**src/hw/rtl/svm_pkg.sv**
```systemverilog
// Shared constants, codes and control types for the sample voice mixer.
package svm_pkg;

    localparam int MAX_VOICES     = 16;
    localparam int SAMPLE_WORDS   = 65536;
    localparam int SAMPLE_BITS    = 16;

    localparam int VOICE_IDX_BITS = (MAX_VOICES > 1) ? $clog2(MAX_VOICES) : 1;
    localparam int COUNT_BITS     = $clog2(MAX_VOICES + 1);
    localparam int ADDR_BITS      = $clog2(SAMPLE_WORDS);
    localparam int POS_BITS       = 17;
    localparam int GAIN_BITS      = 16;
    localparam int DELAY_BITS     = 16;
    localparam int IN_ADDR_BITS   = 16;
    localparam int FRAC_BITS      = 14;
    localparam int MIX_BITS       = 16;
    localparam int BUSY_BITS      = 5;
    localparam int ASUM_BITS      = ((ADDR_BITS > POS_BITS) ? ADDR_BITS : POS_BITS) + 1;
    localparam int PROD_BITS      = SAMPLE_BITS + GAIN_BITS + 1;
    localparam int ACC_BITS       = PROD_BITS + VOICE_IDX_BITS + 1;

    typedef enum logic [1:0] {
        OP_WRITE   = 2'd0,
        OP_TRIGGER = 2'd1,
        OP_TICK    = 2'd2
    } t_op;

    typedef enum logic [2:0] {
        ST_IDLE,
        ST_VISIT,
        ST_DRAIN_A,
        ST_DRAIN_B,
        ST_DONE
    } t_state;

    typedef struct packed {
        logic                      wr;
        logic                      trig;
        logic                      tick_start;
        logic                      visit;
        logic [VOICE_IDX_BITS-1:0] voice;
        logic                      finish;
    } t_dp_cmd;

    typedef struct packed {
        logic out_full;
    } t_dp_status;

endpackage

```
**src/hw/rtl/svm_ctrl.sv**
```systemverilog
// Controller: operation decode and voice sequencing for one tick.
module svm_ctrl (
    input  logic                i_clk,
    input  logic                i_rst_n,
    input  logic                i_in_valid,
    input  logic [1:0]          i_op,
    output logic                o_in_ready,
    input  svm_pkg::t_dp_status i_status,
    output svm_pkg::t_dp_cmd    o_cmd
);

    svm_pkg::t_state                    r_state, n_state;
    logic [svm_pkg::VOICE_IDX_BITS-1:0] r_voice, n_voice;
    logic                               last_voice;

    assign last_voice =
        (r_voice == svm_pkg::VOICE_IDX_BITS'(svm_pkg::MAX_VOICES - 1));

    always_ff @(posedge i_clk) begin
        if (!i_rst_n) begin
            r_state <= svm_pkg::ST_IDLE;
            r_voice <= '0;
        end else begin
            r_state <= n_state;
            r_voice <= n_voice;
        end
    end

    always_comb begin
        n_state          = r_state;
        n_voice          = r_voice;
        o_in_ready       = 1'b0;
        o_cmd            = '0;
        o_cmd.voice      = r_voice;
        case (r_state)
            svm_pkg::ST_IDLE: begin
                o_in_ready = 1'b1;
                n_voice    = '0;
                if (i_in_valid) begin
                    case (i_op)
                        svm_pkg::OP_WRITE:   o_cmd.wr   = 1'b1;
                        svm_pkg::OP_TRIGGER: o_cmd.trig = 1'b1;
                        svm_pkg::OP_TICK: begin
                            o_cmd.tick_start = 1'b1;
                            n_state          = svm_pkg::ST_VISIT;
                        end
                        default: ;
                    endcase
                end
            end
            svm_pkg::ST_VISIT: begin
                o_cmd.visit = 1'b1;
                n_voice     = r_voice + svm_pkg::VOICE_IDX_BITS'(1);
                if (last_voice) begin
                    n_voice = '0;
                    n_state = svm_pkg::ST_DRAIN_A;
                end
            end
            svm_pkg::ST_DRAIN_A: n_state = svm_pkg::ST_DRAIN_B;
            svm_pkg::ST_DRAIN_B: n_state = svm_pkg::ST_DONE;
            svm_pkg::ST_DONE: begin
                if (!i_status.out_full) begin
                    o_cmd.finish = 1'b1;
                    n_state      = svm_pkg::ST_IDLE;
                end
            end
            default: n_state = svm_pkg::ST_IDLE;
        endcase
    end

    a_last_to_drain: assert property (@(posedge i_clk) disable iff (!i_rst_n)
        (r_state == svm_pkg::ST_VISIT && last_voice) |=> (r_state == svm_pkg::ST_DRAIN_A))
        else $error("last voice visit not followed by drain");

    a_finish_only_when_free: assert property (@(posedge i_clk) disable iff (!i_rst_n)
        o_cmd.finish |-> !i_status.out_full)
        else $error("result loaded over a waiting result");

    a_ready_only_idle: assert property (@(posedge i_clk) disable iff (!i_rst_n)
        (r_state != svm_pkg::ST_IDLE) |-> !o_in_ready)
        else $error("input taken while a tick is running");

endmodule

```
**config.mk**
```make
export PLATFORM = sky130hd
export DESIGN_NAME = svm_ctrl
export DESIGN_NICKNAME = d
export VERILOG_FILES = /design/src/hw/rtl/svm_pkg.sv /design/src/hw/rtl/svm_ctrl.sv
export SDC_FILE = /design/constraint.sdc
export NUM_CORES = 1
export LEC_CHECK = 0
export ABC_AREA = 0
export BUFFER_PORTS_ARGS = -buffer_cell sky130_fd_sc_hd__buf_2
export CAP_MARGIN = 10
export CORE_AREA = 3 3 40 42
export DETAILED_ROUTE_END_ITERATION = 8
export DIE_AREA = 0 0 43 45
export PLACE_DENSITY = 0.54
export SYNTH_ARGS = -nofsm -noshare
export SYNTH_HDL_FRONTEND = slang
export SYNTH_SLANG_ARGS = --single-unit
```
**constraint.sdc**
```tcl
create_clock -name i_clk -period 1.87 [get_ports i_clk]
set_input_delay 0.187 -clock i_clk [delete_from_list [all_inputs] [get_ports i_clk]]
set_output_delay 0.187 -clock i_clk [all_outputs]
set_load 0.005 [all_outputs]
```
==> summary.md <==
| Metric | Value |
|---|---|
| CTS tree | `built` |
| Post-synthesis adder-cell area fraction | `3.13%` |
| Hold depth | `3` |
| Worst min path class | `in2reg` |
| Hold endpoint | `r_state[2]$_SDFFE_PN0P_` |
| Sequential group share of total power | `48.0%` |
| Aggregate global routing overflow | `0` |
| Synth unique cells | `26` |
| Status | `finished clean` |
| Synth Cell Area | `400 um^2` |
| Final period utilization | `88.3%` |
| Final setup TNS | `0 ns` |
| Sw Ratio | `22.7%` |
| Worst EP required | `1.68 ns` |
| Syn nets | `57` |
| FMAX | `606 MHz` |
| Root Buffer | `clkbuf_4` |
| Top cells by count, synth | `dfxtp_1, a21oi_1, o21ai_0, inv_1, and3_1` |
| Mapped Cells | `50` |
| Hold Startpoint | `i_status` |
| Global Route Usage Sum | `10.8%` |
| Pre-antenna DRT Iters | `4` |
| Slew margin rel. | `75.7%` |
| Drt drc | `0` |
| RSZ-0062 raised after global routing | `no` |
| Worst-path clk slew | `0.05 ns` |
| CTS H-tree depth | `1` |
| CP peak stage delay | `0.33 ns` |
| CORE AREA | `0.00128 mm^2` |
| Final setup viols | `0` |
| Initial core utilization | `31.2%` |
| # hold bufs at CTS | `0` |
| Post-synth ARST share | `0%` |
| GP Congestion | `0.706` |
| Synth Area per Inst | `8.01 um^2` |
| Vias | `414` |
| Cell Count, Final, Fillers Out | `83` |
| Critical Path Source Type | `flip-flop` |
| Worst VDD drop | `0.000391 V` |
| Synth top area cells | `dfxtp_1, a21oi_1, o21ai_0, and3_1, inv_1` |
| Longest Clk Path Bufs | `2` |
| Leak Pwr | `0.241 nW` |
| Detailed Route Iter0 Violations | `10` |
| Post-synth EDFFs | `0` |
| Min cycle time layout | `1.65 ns` |
| R2R setup slack | `0.25 ns` |
| Clock power share | `43.0%` |
| Num CTS Buffers | `3` |
| Share of cells above drive strength 1 | `30.9%` |
| Clk_lat worst skew | `0.25 ns` |
| Sequential area share after synthesis | `35.0%` |
| Yosys reg bits | `7` |
| Multiplexer share of the synthesized area | `0%` |
| Final Skew | `0.00247 ns` |
| Max-cap violations | `0` |
| R2r worst-path depth | `3` |
| Critical path, cell by cell | `buf_4 > nor3_1 > nor4bb_1 > buf_2` |
| Total power density per cell area | `622 mW/mm^2` |
| Post-Synth Simple-Gate Area | `34.1%` |
| Filler cells | `143` |
| Vias in the first global route | `343` |
| Yosys top cell area share | `35.0%` |
| R2r startpoint | `r_state[0]$_SDFFE_PN0P_` |
| Crit path kind | `reg2out` |
| Layout Area Growth over Synthesis | `29.1%` |
| Post-route ant nets | `0` |
| Resized Gates After CTS | `0` |
| Total Routed Length | `905 um` |
| Largest net degree at the start of global routing | `14` |
| Yosys warns | `0` |
| N_diodes | `0` |
| Critical-path top delay cell | `nor3_1` |
| Internal | `0.248 mW` |
| Slew @ Worst Pin | `0.361 ns` |
| Max Fanout on Critical Path | `11` |
| Die Height | `45 um` |
| Switching power total | `0.0728 mW` |
| Comb power frac | `9.0%` |
| # IOs | `16` |
| DP HPWL | `690 um` |
| Largest area contributor in the netlist | `dfxtp_1` |
| Final nets | `76` |
| Final Hold Viols | `0` |
| First-pass GRT wire length | `1490 um` |
| Synth Flop Type | `dfxtp_1` |
| Post-synthesis xor/xnor area fraction | `0%` |
| Post-layout total power | `0.321 mW` |
| Critical path capture point type | `primary output` |
| Main combinational cell family by area after synthesis | `simple AND/OR/NAND/NOR gates` |
| Worst reg2reg endpoint | `r_voice[3]$_SDFFE_PN0P_` |
| Inst Count DP | `79` |
| DIE WIDTH | `43 um` |
| Die area | `0.00194 mm^2` |
| Initial antenna violation count | `0` |
| Most common cell in the synthesized netlist | `dfxtp_1` |
| Vias/cell | `4.99` |
| CTS sink count | `7` |
| Setup Buffers After CTS | `0` |
| Avg WL per Cell | `10.9 um` |
| CP arrival | `1.46 ns` |
| Row count | `13` |
| Max-slew violations | `0` |
| Synth Area in Compound Gates | `19.4%` |
| Port Buffers | `15` |
==> critical path, delay by kind of cell, from the launching register on <==
kind	cells	cell delay, ns
buffers and inverters	2	0.33
DFF	1	0.31
and+or+nand+nor	2	0.57
==> layer usage <==
metal | global-route usage (%) | share of wire, % | up-vias
li1 | - | - | 219
met1 | 13.3 | 47 | 188
met2 | 15.3 | 49 | 7
met3 | 5.98 | 4.1 | 0
met4 | 5.42 | 0 | 0
met5 | 0 | 0 | -
==> how the worst max path moves through the flow <==
| stage | slack (ns) | cells past startpoint | from | endpoint |
|---|---|---|---|---|
| 2_1_floorplan | 0.36 | 4 | r_state[0]$_SDFFE_PN0P_ | r_voice[3]$_SDFFE_PN0P_ |
| 6_report | 0.22 | 4 | r_state[1]$_SDFFE_PN0P_ | o_cmd[8] |
| 3_3_place_gp | 0.29 | 3 | r_state[0]$_SDFFE_PN0P_ | r_voice[3]$_SDFFE_PN0P_ |
| 3_5_place_dp | 0.26 | 3 | r_state[0]$_SDFFE_PN0P_ | r_voice[3]$_SDFFE_PN0P_ |
| 4_1_cts | 0.20 | 4 | r_state[1]$_SDFFE_PN0P_ | o_cmd[8] |
| 5_1_grt | 0.05 | 4 | r_state[1]$_SDFFE_PN0P_ | o_cmd[8] |
==> cell type report <==
class | instances | area, um^2 | area share (%)
clock buffers | 4 | 26.3 | 5.08
repair buffers | 17 | 90.1 | 17.4
flip-flops and latches | 7 | 140 | 27.1
well taps | 15 | 18.8 | 3.63
multi-input cells | 36 | 226 | 43.8
inverters | 4 | 15.0 | 2.91
==> placed cells by master (no fill, tap or decap) <==
cell       n
a211oi_1   1
a21oi_1    5
a31oi_1    1
and3_1     3
and4b_1    1
buf_2     15
buf_4      2
clkbuf_1   1
clkbuf_4   3
dfxtp_1    7
ha_1       1
inv_1      4
nand2_1    2
nand2b_1   1
nand3_1    2
nand3b_1   2
nor2_1     2
nor2b_1    1
nor3_1     1
nor4_1     1
nor4b_1    1
nor4bb_1   1
o211ai_1   1
o21ai_0    5
o22ai_1    1
or3_1      1
or3b_4     1
or4_1      1
==> flip-flops by register name, summed over array words and instances (netlist names) <==
register,count
r_voice,4
r_state,3
==> power by group through the flow <==
stage               combinational, mW  sequential, mW  clock [mW]
global placement               0.0294           0.157           0
CTS                            0.0293           0.154       0.143
detailed placement             0.0292           0.157           0
finish                         0.0290           0.154       0.138
global route                   0.0327           0.155       0.156
floorplan                      0.0191           0.156           0
==> cells by family after synthesis <==
kind of cell               count (synthesis)
and+or+nand+nor                           21
AOI/OAI and AO/OA                         14
buffers and inverters                      7
adders and majority gates                  1
DFF                                        7
==> stage by stage <==
| stage | hold WS (ns) | setup WS [ns] | utilization, % | cell area (um^2) |
|---|---|---|---|---|
| after floorplan | 0.364 | 0.364 | - | 400 |
| after detailed placement | 0.503 | 0.264 | 38.2 | 490 |
| after CTS | 0.235 | 0.202 | 40.2 | 517 |
| after global placement | 0.497 | 0.291 | 38.2 | 490 |
| after global routing | 0.246 | 0.0498 | 40.2 | 517 |
| final | 0.234 | 0.220 | 40.2 | 517 |
Power figures use the tool's default switching activity.
